File: config.mk
export PLATFORM = sky130hd
export DESIGN_NAME = fps_mul
export DESIGN_NICKNAME = d
export VERILOG_FILES = /design/src/design/fps_pkg.sv /design/src/design/fps_mul.sv
export SDC_FILE = /design/constraint.sdc
export NUM_CORES = 2
export LEC_CHECK = 0
export BUFFER_PORTS_ARGS = -buffer_cell sky130_fd_sc_hd__buf_2
export CORE_ASPECT_RATIO = 0.5
export CORE_MARGIN = 3
export CORE_UTILIZATION = 65
export CTS_CLUSTER_SIZE = 28
export DETAILED_ROUTE_END_ITERATION = 16
export PLACE_DENSITY = 0.83
export SLEW_MARGIN = 20
export SYNTH_ARGS = -nofsm -noshare
export SYNTH_HDL_FRONTEND = slang
export SYNTH_SLANG_ARGS = --single-unit
File: constraint.sdc
create_clock -name clk -period 14.25 [get_ports clk]
set_clock_uncertainty 0.1 [all_clocks]
set_input_delay 1.425 -clock clk [delete_from_list [all_inputs] [get_ports clk]]
set_output_delay 1.425 -clock clk [all_outputs]
set_load 0.1 [all_outputs]
File: src/design/fps_pkg.sv
`timescale 1ns / 1ps
`default_nettype none
// ----------------------------------------------------------------------------
// fps_pkg: shared types and constants of the fitness-proportional selector
// Field widths, operation codes, register map and sequencer states.
// ----------------------------------------------------------------------------
package fps_pkg;

  // stream field widths
  localparam int OP_W     = 2;
  localparam int SLOT_W   = 6;
  localparam int DATA_W   = 32;   // fitness value and random fraction
  localparam int IDX_W    = 6;    // chosen_index
  localparam int IN_TDATA_W  = 72; // slot + fitness + fraction, byte padded
  localparam int OUT_TDATA_W = 8;  // chosen_index, byte padded

  // shared multiplier
  localparam int MUL_W  = 32;
  localparam int PROD_W = 2 * MUL_W;

  // configuration
  localparam int POP_W    = 7;
  localparam int PADDR_W  = 3;
  localparam int PDATA_W  = 32;
  localparam logic [PADDR_W-1:0] REG_POP_SIZE = 3'd0;
  localparam logic [POP_W-1:0]   POP_RESET    = 7'd64;

  // operation codes
  localparam logic [OP_W-1:0] OP_LOAD     = 2'd0;
  localparam logic [OP_W-1:0] OP_ROULETTE = 2'd1;
  localparam logic [OP_W-1:0] OP_SUS      = 2'd2;

  // sequencer states, one-hot
  typedef enum logic [10:0] {
    ST_IDLE = 11'b000_0000_0001,
    ST_SUM  = 11'b000_0000_0010,
    ST_CHK  = 11'b000_0000_0100,
    ST_MLO  = 11'b000_0000_1000,
    ST_MHI  = 11'b000_0001_0000,
    ST_RD   = 11'b000_0010_0000,
    ST_RACC = 11'b000_0100_0000,
    ST_SMUL = 11'b000_1000_0000,
    ST_SACC = 11'b001_0000_0000,
    ST_SCMP = 11'b010_0000_0000,
    ST_ZOUT = 11'b100_0000_0000
  } state_t;

endpackage
`default_nettype wire

File: src/design/fps_mul.sv
`timescale 1ns / 1ps
`default_nettype none
// ----------------------------------------------------------------------------
// fps_mul: shared 32x32 unsigned multiplier
// One registered product per cycle; operands are steered by the sequencer.
// ----------------------------------------------------------------------------
module fps_mul (
  input  wire logic                        clk,
  input  wire logic [fps_pkg::MUL_W-1:0]   a,
  input  wire logic [fps_pkg::MUL_W-1:0]   b,
  output logic      [fps_pkg::PROD_W-1:0]  prod
);

  always_ff @(posedge clk) begin
    prod <= fps_pkg::PROD_W'(a) * fps_pkg::PROD_W'(b);
  end

endmodule
`default_nettype wire

======== Yosys cells after proc, flatten, opt, wreduce, memory -nomap -nowiden ========
Cells that the tools add are included.
word-level totals
  register bits after elaboration ......... 64
  input port bits ......................... 65
  output and inout bits ................... 64
  word-level logic and storage cells ...... 2
operators by class
  multipliers ............................. 1
operator list
  kind            number
  $mul 32x32->64  1

======== Longest topological paths before layout ========
  depth in word-level cells ............... 1
  depth in mapped cells ................... 29
  depth with buffers taken out ............ 27

======== Worst setup path before layout ========
No wires, ideal clock.
  kind .................................... input to register
  start point ............................. in a[25] (netlist name)
  end point ............................... reg prod[62] (netlist name)
  setup time .............................. 0.072 ns
  arrival time ............................ 8.106 ns
  data required time ...................... 14.078 ns
  setup slack ............................. 5.972 ns
  cell stages on the path ................. 25
  path buffers ............................ 2
  cell sequence ........................... clkbuf_1 nand2_1 fa_1 inv_1 fa_1 inv_1 fa_1 inv_1 fa_1 fa_1 fa_1 fa_1 inv_1 fa_1 inv_1 ha_1 buf_2 nand4_1 or4_1 or3_1 a31oi_1 a31o_2 a211oi_1 o21ai_1 xor2_1
between the ends
  longest elaborated chain between the ends .. 1
RTL lines
  what                  line           source
  from (decl)           fps_mul.sv:9   input wire logic [fps_pkg::MUL_W-1:0] a,
  $mul 32x32->64        fps_mul.sv:15  prod <= fps_pkg::PROD_W'(a) * fps_pkg::PROD_W'(b);
  to (signal assigned)  fps_mul.sv:15
  to (decl)             fps_mul.sv:11  output logic [fps_pkg::PROD_W-1:0] prod
No other way between the ends.

======== Worst setup path after layout ========
  start point ............................. in a[13] (netlist name)
  end point ............................... reg prod[63] (netlist name)
The elaborated chain is that of the path after synthesis.

==> Implementation_results.wiki <==
{| class="wikitable"
! Metric !! Value
|-
| Registers with the most flip-flops || prod: 64 flops
|-
| Post-layout min period || 9.295 ns
|-
| Met3 capacity usage during global routing || 6.995%
|-
| Status || finished clean
|-
| Detailed placement HPWL || 70,850 um
|-
| Cell area after synthesis || 34,680 um^2
|-
| Critical Path RT || 14.45 ns
|-
| Worst Hold Depth || 2
|-
| Setup total negative slack || 0 ns
|-
| Critical Setup Path Class || in -> reg
|-
| Count of nets after finishing || 4,894
|-
| GR Util met2 || 57.24%
|-
| Vertical extent of the die || 169.3 um
|-
| Most heavily used metal layer in global routing || met2
|-
| GR met1 Demand/Resource || 40.49%
|-
| Main combinational cell family by area after synthesis || adder cells
|-
| Async set-or-reset flop fraction in the synthesized netlist || 0%
|-
| Count of yosys warnings during synthesis || 0
|-
| Largest reg by FF count || prod
|-
| Number of rows created at floorplan || 59
|-
| Slew Limit Headroom || 40.87%
|-
| FF+latch count, synth || 64
|-
| Hold violation count in the final report || 0
|-
| First-pass GRT wire length || 146,300 um
|-
| Buffers inserted during post-CTS setup optimization || 0
|-
| Clock slew at the register clock pins of the worst setup and hold paths || 0.06 ns
|-
| DRC violation count after routing || 0
|-
| Multi-input logic area || 29,310 um^2
|-
| TritonCTS Buffers || 9
|-
| Leading register cell type out of synthesis || sky130_fd_sc_hd__dfxtp_1
|-
| Post-route fraction of the period consumed by the critical path || 65.23%
|-
| Width of the chip || 332.6 um
|-
| Distinct cell type count of the synthesized netlist || 57
|-
| Commonest non-fill, non-tap cell in the layout || sky130_fd_sc_hd__fa_1
|-
| Instance count of the mapped netlist || 3,748
|-
| Number of gates resized after cts || 0
|-
| Drt wl/cell || 20.36 um
|-
| Critical path fanouts, max || 33
|-
| Number of buffers added on ports || 128
|-
| Starting DRC count in detailed routing || 1,937
|-
| Number of vias per cell || 5.847
|-
| Antenna violations before repair || 1
|-
| Root Buffer || sky130_fd_sc_hd__clkbuf_16
|-
| Fin. max-slew vios || 0
|-
| Top-level port count || 129
|-
| Vias in the first global route || 28,470
|-
| Capturing element type of the critical path || flip-flop
|-
| Xor and xnor area share after synthesis || 1.515%
|-
| Data arrival time of the worst path || 9.50 ns
|-
| Leading cell types in the layout, fill and taps excluded || 896 x sky130_fd_sc_hd__fa_1, 865 x sky130_fd_sc_hd__inv_1, 602 x sky130_fd_sc_hd__and2_1
|-
| Synthesized netlist net count || 4,972
|-
| Total vias in the final route || 25,600
|-
| Kind of path behind the tightest hold check || in -> reg
|-
| Fraction of final layout cells sized beyond drive strength 1 || 4.463%
|-
| Fillers || 3,972
|-
| Crit path launch type || input pin
|-
| Average cell area after synthesis || 9.252 um^2
|-
| Actual slew at the worst max-slew pin || 0.8869 ns
|-
| Multiplexer fraction of the synthesized cell area || 0.02887%
|-
| Max reg flops || 64
|-
| CTS sink count || 64
|-
| Area enclosed by the die boundary || 56,320 um^2
|-
| Max clock buf depth || 2
|-
| Remaining number of nets flagged by the antenna check after routing || 0
|-
| Pin count of the biggest net entering global routing || 33
|-
| Routability cong. || 0.9448
|-
| Upper clock frequency limit || 107.6 MHz
|-
| # H-tree levels || 3
|-
| Overflow left after global routing || 0
|-
| Number of failing setup endpoints in the final timing report || 0
|-
| Adder-Cell Fraction of Synth Area || 61.22%
|-
| Number of flops mapped to enable cells by yosys || 0
|-
| Detailed Route WL || 89,120 um
|-
| # Max-Cap Violations || 0
|-
| Synth Area in Simple Gates || 17.62%
|-
| Fraction of the yosys area taken by sequential cells || 3.695%
|-
| Setup repair after global routing missed its margin || no
|-
| Area of the core || 52,340 um^2
|-
| Global routing usage summed across all routing layers || 33.19%
|-
| Area fraction in compound gates after synthesis || 4.153%
|-
| CTS tree || yes
|-
| Total of hold buffers inserted after clock tree synthesis || 0
|-
| Initial cell density of the core || 66.25%
|-
| Layout area overhead || 2.998%
|-
| Detailed Routing Iterations Pass 1 || 5
|-
| Area taken by flip-flops and latches || 1281 um^2
|}
[cell type report]
| class | instances | area share (%) |
|---|---|---|
| clock buffer | 9 | 0.6306 |
| antenna | 2 | 0.01401 |
| inverter | 865 | 9.091 |
| multi-input combinational | 2599 | 82.08 |
| timing repair buffer | 131 | 1.857 |
| tap | 701 | 2.456 |
| clock inverter | 7 | 0.2873 |
| sequential | 64 | 3.587 |
[cells by family (layout without fill, tap and decap cells)]
kind of cell,after synthesis,count (layout)
and+or+nand+nor,1177,1177
xor gates and xnor gates,60,60
AOI/OAI and AO/OA,202,202
other,0,2
buffers and inverters,1085,1012
DFF,64,64
muxes,1,1
adders and majority gates,1159,1159
[critical path, cell delays in order]
cell and delay [ns]:
sky130_fd_sc_hd__buf_2 0.65, sky130_fd_sc_hd__and2_1 0.28, sky130_fd_sc_hd__fa_1 0.42, sky130_fd_sc_hd__fa_1 0.50
sky130_fd_sc_hd__fa_1 0.51, sky130_fd_sc_hd__inv_1 0.08, sky130_fd_sc_hd__fa_1 0.48, sky130_fd_sc_hd__inv_1 0.05
sky130_fd_sc_hd__fa_1 0.49, sky130_fd_sc_hd__inv_1 0.06, sky130_fd_sc_hd__fa_1 0.57, sky130_fd_sc_hd__inv_1 0.06
sky130_fd_sc_hd__fa_1 0.49, sky130_fd_sc_hd__fa_1 0.42, sky130_fd_sc_hd__ha_1 0.46, sky130_fd_sc_hd__nand4_1 0.15
sky130_fd_sc_hd__a2111o_1 0.30, sky130_fd_sc_hd__a21o_1 0.22, sky130_fd_sc_hd__a21oi_2 0.21, sky130_fd_sc_hd__a31oi_1 0.28
sky130_fd_sc_hd__o31ai_4 0.56, sky130_fd_sc_hd__a21oi_2 0.22, sky130_fd_sc_hd__a221oi_1 0.34, sky130_fd_sc_hd__and4_1 0.24
[per-layer routing]
layer | wire [um] | up-vias
met5 | 0 | -
met4 | 4586 | 0
met3 | 8058 | 314
met2 | 44680 | 1357
met1 | 31790 | 13240
li1 | - | 10680
[per-stage QoR]
stage	instances	util, %	instance area [um^2]	setup WS (ns)	hold WS [ns]
detailed placement	4360	67.60	35380	4.766	1.875
CTS	4376	68.23	35710	5.122	1.616
finish	4378	68.24	35720	4.955	1.628
global placement	4360	67.60	35380	4.913	1.875
global route	4377	68.23	35710	4.718	1.622
floorplan	3748	-	34680	5.972	1.452
[synth_stat cells, drive strengths merged, types with 7 or more instances]
cell | n | area [um^2]
o21a | 9 | 67.56
inv | 865 | 3247
ha | 263 | 3291
xnor2 | 35 | 306.5
nand2 | 480 | 1802
nor3 | 7 | 35.03
xor2 | 25 | 219.0
clkbuf | 213 | 799.5
nand4 | 23 | 143.9
dfxtp | 64 | 1281
and3 | 14 | 87.58
fa | 896 | 17940
a21oi | 66 | 341.6
a21o | 40 | 300.3
and2 | 602 | 3766
nor2 | 20 | 75.07
nand3 | 10 | 50.05
o21bai | 11 | 86.33
buf | 7 | 33.78
o21ai | 26 | 130.1
a31oi | 12 | 75.07
[path summary, 6_finish.rpt]
| kind | endpoint | from | slack (ns) |
|---|---|---|---|
| max | prod[63] | a[13] | 4.96 |
| min | prod[0] | b[0] | 1.63 |
Power is not shown: default switching activity piles up to over one toggle a cycle in this logic, so the estimate is an artifact.
